$ cat config.mk
export PLATFORM = sky130hd
export DESIGN_NAME = fxq_mul
export DESIGN_NICKNAME = d
export VERILOG_FILES = /design/src/sv/fxq_pkg.sv /design/src/sv/fxq_mul.sv
export SDC_FILE = /design/constraint.sdc
export NUM_CORES = 2
export LEC_CHECK = 0
export ABC_AREA = 1
export ABC_CLOCK_PERIOD_IN_PS = 15650
export BUFFER_PORTS_ARGS = -buffer_cell sky130_fd_sc_hd__clkbuf_2
export CAP_MARGIN = 20
export CORE_UTILIZATION = 25
export CTS_CLUSTER_SIZE = 28
export DETAILED_ROUTE_END_ITERATION = 8
export PLACE_DENSITY_LB_ADDON = 0.2
export SYNTH_ARGS = -nofsm -noshare
export SYNTH_HDL_FRONTEND = slang
export SYNTH_SLANG_ARGS = --single-unit
export TNS_END_PERCENT = 30
$ cat constraint.sdc
create_clock -name clock -period 15.65 [get_ports clock]
set_input_delay 2.3475 -clock clock [delete_from_list [all_inputs] [get_ports clock]]
set_output_delay 2.3475 -clock clock [all_outputs]
set_load 0.02 [all_outputs]
$ cat src/sv/fxq_pkg.sv
// Package for the Q24.8 fixed-point ALU: widths, opcodes and the result record.
// Used by every module of the block; depends on nothing.
package fxq_pkg;

   localparam int FRAC_BITS = 8;
   localparam int WORD_W    = 32;
   localparam int NUM_W     = WORD_W + FRAC_BITS;
   localparam int WIDE_W    = NUM_W + 2;
   localparam int PROD_W    = 2 * WORD_W;

   typedef enum logic [3:0] {
      KIND_ADD      = 4'd0,
      KIND_SUB      = 4'd1,
      KIND_MUL      = 4'd2,
      KIND_DIV      = 4'd3,
      KIND_EQ       = 4'd4,
      KIND_NE       = 4'd5,
      KIND_LT       = 4'd6,
      KIND_LE       = 4'd7,
      KIND_GT       = 4'd8,
      KIND_GE       = 4'd9,
      KIND_MIN      = 4'd10,
      KIND_MAX      = 4'd11,
      KIND_INC      = 4'd12,
      KIND_DEC      = 4'd13,
      KIND_FROM_INT = 4'd14,
      KIND_TO_INT   = 4'd15
   } kind_type;

   typedef struct packed {
      logic [WORD_W-1:0] value;
      logic              cmp;
      logic              ovf;
      logic              dz;
   } res_type;

   function automatic logic [WORD_W-1:0] mag_word(input logic [WORD_W-1:0] v);
      return v[WORD_W-1] ? (~v + 1'b1) : v;
   endfunction

   function automatic res_type sat_word(input logic [WIDE_W-1:0] v);
      res_type r;
      r.cmp = 1'b0;
      r.dz  = 1'b0;
      r.ovf = !((&v[WIDE_W-1:WORD_W-1]) || !(|v[WIDE_W-1:WORD_W-1]));
      if (r.ovf) begin
         r.value = v[WIDE_W-1] ? {1'b1, {(WORD_W-1){1'b0}}} : {1'b0, {(WORD_W-1){1'b1}}};
      end else begin
         r.value = v[WORD_W-1:0];
      end
      return r;
   endfunction

endpackage

$ cat src/sv/fxq_mul.sv
// Two-stage signed fixed-point multiplier with rounding and saturation.
// Depends on fxq_pkg.
module fxq_mul
   import fxq_pkg::*;
(
   input  logic              clock,
   input  logic [WORD_W-1:0] a,
   input  logic [WORD_W-1:0] b,
   output res_type           res
);

   logic [PROD_W-1:0] prod_ff, prod_in;
   logic              neg_ff, neg_in;
   res_type           res_ff, res_in;
   logic [PROD_W-1:0] q;
   logic [PROD_W-1:0] limit;

   always_comb begin
      prod_in = PROD_W'(mag_word(a)) * PROD_W'(mag_word(b));
      neg_in  = a[WORD_W-1] ^ b[WORD_W-1];
   end

   always_comb begin
      q      = (prod_ff + (PROD_W'(1) << (FRAC_BITS - 1))) >> FRAC_BITS;
      limit  = (PROD_W'(1) << (WORD_W - 1)) - PROD_W'(!neg_ff);
      res_in.cmp = 1'b0;
      res_in.dz  = 1'b0;
      res_in.ovf = q > limit;
      if (res_in.ovf) begin
         res_in.value = neg_ff ? {1'b1, {(WORD_W-1){1'b0}}} : {1'b0, {(WORD_W-1){1'b1}}};
      end else begin
         res_in.value = neg_ff ? (~q[WORD_W-1:0] + 1'b1) : q[WORD_W-1:0];
      end
   end

   always_ff @(posedge clock) begin
      prod_ff <= prod_in;
      neg_ff  <= neg_in;
      res_ff  <= res_in;
   end

   assign res = res_ff;

endmodule

==> summary.txt <==
Run status
  – Outcome: completed

Clock tree
  – # H-tree levels: 3
  – Post-CTS Resized: 0
  – CTS clk-pin slew, worst paths: roughly 0.08 ns
  – CTS tree: yes
  – # clock sinks: 91
  – Bufs on Longest Clock Path: 2
  – Worst skew pair latency: between 0.3 and 0.4 ns
  – Hold-fix buffers, CTS: 0
  – Total CTS buffers: 9
  – Clock root cell: clkbuf_16
  – Post-CTS Setup Bufs: 0

Global routing
  – Tot GR Track Use: between 10% and 20%
  – Vias in the first global route: 38000
  – Largest net degree at the start of global routing: 60
  – Global-route wire length before repair: around 240 mm
  – Initial antenna violation count: 2
  – Overflow after GRT: 0

Critical path
  – Most used cell, CP: fa_1
  – CP max-delay cell: clkinv_1
  – Critical Path End Type: register
  – Critical Path Start Type: input port
  – Crit Path Max Fanout: 25
  – Worst Path Arrival: between 10 and 15 ns
  – Worst path required time: between 15 and 20 ns
  – Critical path class: input port to register
  – CP peak stage delay: about 0.9 ns

Synthesis
  – Cell Area, Synth: 0.0413 mm²
  – Top-area cell type share of the netlist area: between 40% and 50%
  – Avg Cell Area, Syn: between 7 and 8 µm²
  – Dominant cell by count in the synthesized netlist: inv_1
  – Top post-synthesis cells by count: inv_1 (1351), nand2_1 (1271), fa_1 (895)
  – Sequential area share after synthesis: under 10%
  – Post-synth EDFFs: 0
  – Post-synthesis async set-or-reset flop share: 0%
  – Ys Warns: 0
  – Top FF cell, synth: dfxtp_1
  – #FFs+latches synth: between 90 and 100
  – Synth Instances: ~5600
  – Synth unique cells: 51
  – Synth area leaders: fa_1 (43%), inv_1 (12%), nand2_1 (12%), ha_1 (9.0%), nor2_1 (6.9%)
  – Leading area contributor after synthesis: fa_1

Floorplanning
  – Row count: approximately 150
  – DIE AREA: roughly 0.17 mm²
  – Core Box Area: ~0.16 mm²
  – Chip width: just over 400 µm
  – # IOs: 100
  – Die Y: approximately 400 µm
  – Initial core utilization: 25.3%

Placed design
  – Final HPWL DP: roughly 130 mm
  – Number of port buffers: 97
  – Final Wtd Congestion: just over 0.9

Timing
  – Max-slew violations: 0
  – Final hold violation count: 0
  – Final Setup Violations: 0
  – RSZ-0062 raised after global routing: false
  – Final critical-path share of the clock period: about 79%
  – Minimum clock period: around 12 ns
  – Skew final: 0.00932 ns
  – FMAX: 80.7 MHz
  – Rel. slew slack: 22.4%
  – Post-Route Setup TNS: 0 ns
  – Worst slew pin tran: about 1.2 ns

Routing
  – Initial DRC Count: 2617
  – ANT nets after route: 0
  – Via density: around 4.6
  – Wire per inst: around 21 µm
  – Pre-antenna DRT Iters: 5
  – Post-route DRC: 0
  – Routed WL: roughly 160 mm
  – Vias: 35500

Min path
  – Worst min path class: register to register

Finish
  – Final #Nets: 6805
  – Layout area overhead: 8.00%
  – Ant diodes: 0
  – Fillers: between 15000 and 20000
  – Share of cells above drive strength 1: between 4 and 5%

Job
  – Max Cap Viol: 0
[worst paths after layout]
kind | start | to | slack, ns | cells past startpoint
worst max register to register | prod_ff[7] | res[26] | 11.22 | 19
worst min register to register | prod_ff[8] | res[3] | 0.75 | 3
worst max-delay path | a[0] | prod_ff[61] | 3.26 | 39
worst min-delay path | prod_ff[8] | res[3] | 0.75 | 3
[cells in the final DEF, fill, tap and decap left out, types with 10 or more instances in the layout]
master    count
a21oi_1     126
o21ai_1      10
inv_1      1350
o21bai_1     14
fa_1        895
or2_2        15
clkinv_1     17
nor4_1       13
nor2_1      762
nor3_1       36
xor2_1       71
o21ai_0      88
dfxtp_1      90
a21o_1       17
xnor2_1      14
nor2_2       14
nand4_1      40
a31oi_1      12
nand3b_1     10
nand3_1     125
nand2_2      13
clkbuf_2     97
buf_4        70
ha_1        296
nand2_1    1268
[sequential cells by signal (all words and copies together) (netlist names)]
register,cells
res,33
prod_ff,57
neg_ff,1
[final cells by class]
class / count / area [µm²] / share of cell area, %
inverters: 1376 / 5170 / 11.6
multi-input cells: 3903 / 33500 / 75.3
clock buffers: 10 / 229 / 0.514
well taps: 2175 / 2720 / 6.11
repair buffers: 168 / 1020 / 2.30
clock inverters: 5 / 62.6 / 0.140
flip-flops and latches: 91 / 1820 / 4.09
[through the flow]
step | hold WS (ns) | area [µm²] | setup slack (ns) | util (%) | cells
global placement | 0.739 | 44300 | 3.05 | 27.1 | 7712
CTS | 0.762 | 44600 | 3.31 | 27.3 | 7727
finish | 0.752 | 44600 | 3.26 | 27.3 | 7728
detailed placement | 0.748 | 44300 | 2.94 | 27.1 | 7712
floorplan | 0.581 | 41300 | 5.24 | - | 5551
global route | 0.826 | 44600 | 2.80 | 27.3 | 7728
[critical path: cells and delay by family]
kind	cells	cell delay [ns]
and+or+nand+nor	12	1.84
xor gates and xnor gates	1	0.12
AOI/OAI and AO/OA	5	1.13
adders and majority gates	10	4.67
buffers and inverters	11	2.51
[per-layer routing]
metal,up-vias,GRT usage (%),routed length (µm)
li1,16000,-,-
met1,18000,26.3,72400
met2,1149,32.8,75600
met3,211,2.55,9840
met4,0,6.59,6470
met5,-,0,0
[cell families (layout without fill, tap and decap cells)]
group,Yosys count,after routing,share of synthesized area [%]
DFF,91,91,4.41
xor gates and xnor gates,96,96,2.04
AOI/OAI and AO/OA,294,294,4.01
other,1,2,0.00909
buffers and inverters,1557,1559,14.5
and+or+nand+nor,2320,2320,22.6
adders and majority gates,1191,1191,52.4
Power is not shown: default switching activity piles up to over one toggle a cycle in this logic, so the estimate is an artifact.
